$ cat config.mk
export PLATFORM = sky130hd
export DESIGN_NAME = hira_alloc
export DESIGN_NICKNAME = d
export VERILOG_FILES = /design/src/sv/hira_pkg.sv /design/src/sv/hira_alloc.sv
export SDC_FILE = /design/constraint.sdc
export NUM_CORES = 1
export LEC_CHECK = 0
export BUFFER_PORTS_ARGS = -buffer_cell sky130_fd_sc_hd__buf_2
export CAP_MARGIN = 0
export CORE_ASPECT_RATIO = 0.8
export CORE_MARGIN = 3
export CORE_UTILIZATION = 59
export DETAILED_ROUTE_END_ITERATION = 8
export GPL_TIMING_DRIVEN = 0
export PLACE_DENSITY_LB_ADDON = 0.15
export SYNTH_ARGS = -nofsm -noshare
export SYNTH_HDL_FRONTEND = slang
export SYNTH_SLANG_ARGS = --single-unit
$ cat constraint.sdc
create_clock -name i_clk -period 8.2 [get_ports i_clk]
set_clock_uncertainty 0.15 [all_clocks]
set_input_delay 1.23 -clock i_clk [delete_from_list [all_inputs] [get_ports i_clk]]
set_output_delay 1.23 -clock i_clk [all_outputs]
set_load 0.05 [all_outputs]
$ cat src/sv/hira_pkg.sv
package hira_pkg;

    // index geometry (depth is a power of two, home slot is the low key bits)
    localparam int SLOT_BITS   = 10;
    localparam int INDEX_DEPTH = 1 << SLOT_BITS;

    // field widths
    localparam int KEY_BITS   = 64;
    localparam int POS_BITS   = 24;
    localparam int ACT_BITS   = 7;
    localparam int LEN_BITS   = 8;
    localparam int STORE_BITS = 25;
    localparam int STAT_BITS  = 3;

    // record length clamp
    localparam logic [ACT_BITS-1:0] MAX_ACTIONS = ACT_BITS'(64);
    localparam logic [ACT_BITS-1:0] MIN_ACTIONS = ACT_BITS'(1);

    // configuration register indexes
    localparam logic CFG_STORE_WORDS = 1'b0;
    localparam logic CFG_ADDING_EN   = 1'b1;

    // result codes
    typedef enum logic [STAT_BITS-1:0] {
        ST_FOUND      = 3'd0,
        ST_INSERTED   = 3'd1,
        ST_ABSENT     = 3'd2,
        ST_INDEX_FULL = 3'd3,
        ST_STORE_FULL = 3'd4
    } t_status;

    // one index slot: occupancy, record position and key
    typedef struct packed {
        logic                used;
        logic [POS_BITS-1:0] pos;
        logic [KEY_BITS-1:0] key;
    } t_entry;

    // sequencer to allocator
    typedef struct packed {
        logic                commit;
        logic [LEN_BITS-1:0] len;
    } t_alloc_ctl;

    // allocator to sequencer
    typedef struct packed {
        logic                fits;
        logic [POS_BITS-1:0] pos;
    } t_alloc_sts;

endpackage

$ cat src/sv/hira_alloc.sv
module hira_alloc (
    input  logic                             i_clk,
    input  logic                             i_rst_n,
    input  logic [hira_pkg::STORE_BITS-1:0]  i_store_words,
    input  hira_pkg::t_alloc_ctl             i_ctl,
    output hira_pkg::t_alloc_sts             o_sts
);

    localparam logic [hira_pkg::STORE_BITS-1:0] POS_SPAN =
        hira_pkg::STORE_BITS'(1) << hira_pkg::POS_BITS;

    logic [hira_pkg::STORE_BITS-1:0] r_next_free;
    logic [hira_pkg::STORE_BITS-1:0] n_next_free;
    logic [hira_pkg::STORE_BITS-1:0] w_limit;
    logic [hira_pkg::STORE_BITS:0]   w_end;

    // usable limit is the smaller of the store size and the position span
    assign w_limit = (i_store_words < POS_SPAN) ? i_store_words : POS_SPAN;

    // end of the candidate record against the limit
    assign w_end = {1'b0, r_next_free} + (hira_pkg::STORE_BITS + 1)'(i_ctl.len);

    assign o_sts.fits = (w_end <= {1'b0, w_limit});
    assign o_sts.pos  = r_next_free[hira_pkg::POS_BITS-1:0];

    // bump pointer advances on a committed insert
    always_comb begin
        n_next_free = r_next_free;
        if (i_ctl.commit) begin
            n_next_free = w_end[hira_pkg::STORE_BITS-1:0];
        end
    end

    always_ff @(posedge i_clk) begin
        if (!i_rst_n) begin
            r_next_free <= '0;
        end else begin
            r_next_free <= n_next_free;
        end
    end

endmodule

==> flow_summary.yaml <==
timing:
  finalCritPeriodShare_pct: 75.4
  fin_tns_setup_ps: 0
  hold_viol: 0
  hold_ws_ps: 384
  maxSlewHeadroom_pct: 61.9
  setup_ws_ps: 2020
  tightest_slew_ps: 571
  grt_setup_unrepaired: "no"
  slew_viol_final: 0
  max_freq_ghz: 0.162
  post-route-min-period_ps: 6180
  finalSetupViolations: 0
global_routing:
  grt_max_degree: 15
  grt_overflow: 0
  grt_pass1_wl_um: 10600
  grt_pass1_vias: 2208
  track_usage_pct: 25.4
  antenna_found_initial: 0
placement:
  port_buffers: 58
  place_congestion: 0.938
  dp.final_hpwl_um: 5140
  place_area_sq_um: 3030
  dp_slack_ps: 2050
layout:
  mostFrequentLayoutCell: "buf_2"
  fin_area_sq_um: 3080
  register_area_sq_um: 500
  fill_cells: 353
  diodes: 0
  drive_gt1_share_pct: 26.6
  areaGrowthSynthToFinish_pct: 15.3
  multi_input_area_sq_um: 1900
  final_cell_mix: "buf_2, nand2_1, ha_1"
  top_regs: "r_next_free (25)"
  largest_reg_flops: 25
  fin_util_pct: 71.9
  regMostFlops: "r_next_free"
  final_nets: 473
route:
  wl_met3_um: 375
  dr_total_vias: 2604
  routedWlPerCell_um: 14.2
  wl_um: 6530
  dr.pass1.iters: 4
  top_layer_used: "met4"
  viasPerCell: 5.67
  final_antenna_net_count: 0
  met2_length_um: 2890
  drt_iter0_drc: 177
  wirelength_met1_um: 3230
  drc: 0
power_and_ir_drop:
  power_density_nw_per_um2: 127
  p_leak_nw: 1.46
  vdd_drop_max_mv: 0.101
critical_path:
  cpMaxStageDelayCell: "fa_1"
  path_class: "in2out"
  crit_family: "simple AND/OR/NAND/NOR gates"
  path_cells: "buf_2 -> ha_1 -> fa_1 -> a211oi_2 -> nor3_4 -> o21ai_1 -> buf_2 -> nor2_1 -> xor2_1 -> ha_1 -> nand4_1 -> nor4_1 -> and2_1 -> a31oi_1 -> nor3_1 -> buf_2"
  crit_path_frequent_cell: "buf_2"
  crit_path_end_kind: "output pin"
  slowest_delay_ps: 460
  arrival_ps: 4800
  startpoint_type: "input pin"
  cp_max_fo: 10
  worstPathRequired_ps: 6820
  rr_worst_depth: 8
  path_buf_inv: 3
  path_depth: 16
clock_tree:
  clkTransAtPathRegs_ps: 90
  cts_sinks: 25
  root_buffer: "clkbuf_8"
  postCtsHoldBufs: 0
  postCtsSetupBuffers: 0
  htree_levels: 1
  cts_max_path_buffers: 2
  cts_tree: "built"
  insertion_delay_ps: 280
  cts_inserted_buffers: 3
  postCtsResizedCells: 0
yosys:
  synth.area.mux_share_pct: 1.87
  synth_simple_gate_area_share_pct: 26.4
  postSynthAreaPerCell_sq_um: 7.86
  synthDistinctLibCells: 56
  synth_area_leaders: "dfxtp_1, ha_1, buf_4, a21oi_1, nand2_1"
  synth_edf_count: 0
  synth_top_family_by_area: "simple AND/OR/NAND/NOR gates"
  synth_compound_gate_area_share_pct: 18.6
  synthDominantCellAreaShare_pct: 18.7
  synth_fa_ha_area_share_pct: 16.2
  synth_warnings: 0
  synthCells: 340
  synth-main-ff-cell: "dfxtp_1"
  yosysSeqAreaShare_pct: 18.7
  syn_area_sq_um: 2670
  synth_area_leader_cell: "dfxtp_1"
  synth_xor_area_share_pct: 7.87
  ys_async_sr_fraction_pct: 0
  syn_nets: 410
  synth-seq-cells: 25
run:
  max-cap-violations: 0
die:
  die_w_um: 81.2
  core_sq_um: 4280
  fp.dieH_um: 66.2
  die_area_sq_um: 5380
  start_util_pct: 62.4
  ioPinCount: 61
  rows: 21
hold_path:
  hold_path.class: "reg2reg"
  worstHoldPathCells: 2
outcome:
  status: "finished clean"
==> area by class of cell <==
class / count / area share, %
clock inverters: 1 / 0.163
multi-input cells: 269 / 61.6
plain buffers: 38 / 7.96
repair buffers: 58 / 9.43
inverters: 8 / 0.975
flip-flops and latches: 25 / 16.3
well taps: 57 / 2.32
clock buffers: 3 / 1.34
==> per-stage QoR <==
step	total power [mW]	instances
6_report	0.390	459
5_1_grt	0.416	459
3_3_place_gp	0.306	455
4_1_cts	0.388	459
3_5_place_dp	0.310	455
2_1_floorplan	0.269	340
==> metal layers <==
layer	track usage, %	vias to the layer above
met4	4.01	0
met1	37.5	1189
li1	-	1326
met2	39.0	83
met5	0	-
met3	4.09	6
==> worst paths after layout <==
| check | from | end | slack, ps |
|---|---|---|---|
| max | i_ctl[0] | o_sts[24] | 2020 |
| min | r_next_free[23]$_SDFFE_PN0P_ | r_next_free[23]$_SDFFE_PN0P_ | 380 |
| max reg2reg | r_next_free[0]$_SDFFE_PN0P_ | r_next_free[24]$_SDFFE_PN0P_ | 5610 |
| min reg2reg | r_next_free[23]$_SDFFE_PN0P_ | r_next_free[23]$_SDFFE_PN0P_ | 380 |
==> report_power, final <==
| part | internal (mW) | switching, mW |
|---|---|---|
| registers | 0.128 | 0.00591 |
| logic | 0.0700 | 0.107 |
| clock network | 0.0341 | 0.0448 |
==> logic make-up (layout without fill, tap and decap cells) <==
group                    after synthesis  count (layout)
buffers and inverters                 46             108
AO/OA/AOI/OAI                         81              81
adder cells (fa/ha/maj)               34              34
XOR/XNOR                              24              24
multiplexers                           5               5
flip-flops                            25              25
AND/OR/NAND/NOR                      125             125
==> worst register-to-register path, cell delays in order, from the launching register on <==
cell and delay (ps):
dfxtp_1 340, ha_1 220, fa_1 460, a211oi_2 360, nor3_4 100, o211ai_2 330, buf_2 290, nor4_1 80
o21a_1 170
==> cell usage after synthesis (7+ instances only) <==
master   number
a21oi_1      28
buf_4        26
dfxtp_1      25
ha_1         33
inv_1         8
nand2_1      36
nand3_1       7
nand4_1      12
nor2_1       22
nor3b_1       7
o21ai_0      22
or3_1        13
xnor2_1      11
xor2_1       13
No activity file was read; power rests on OpenSTA's default activity.
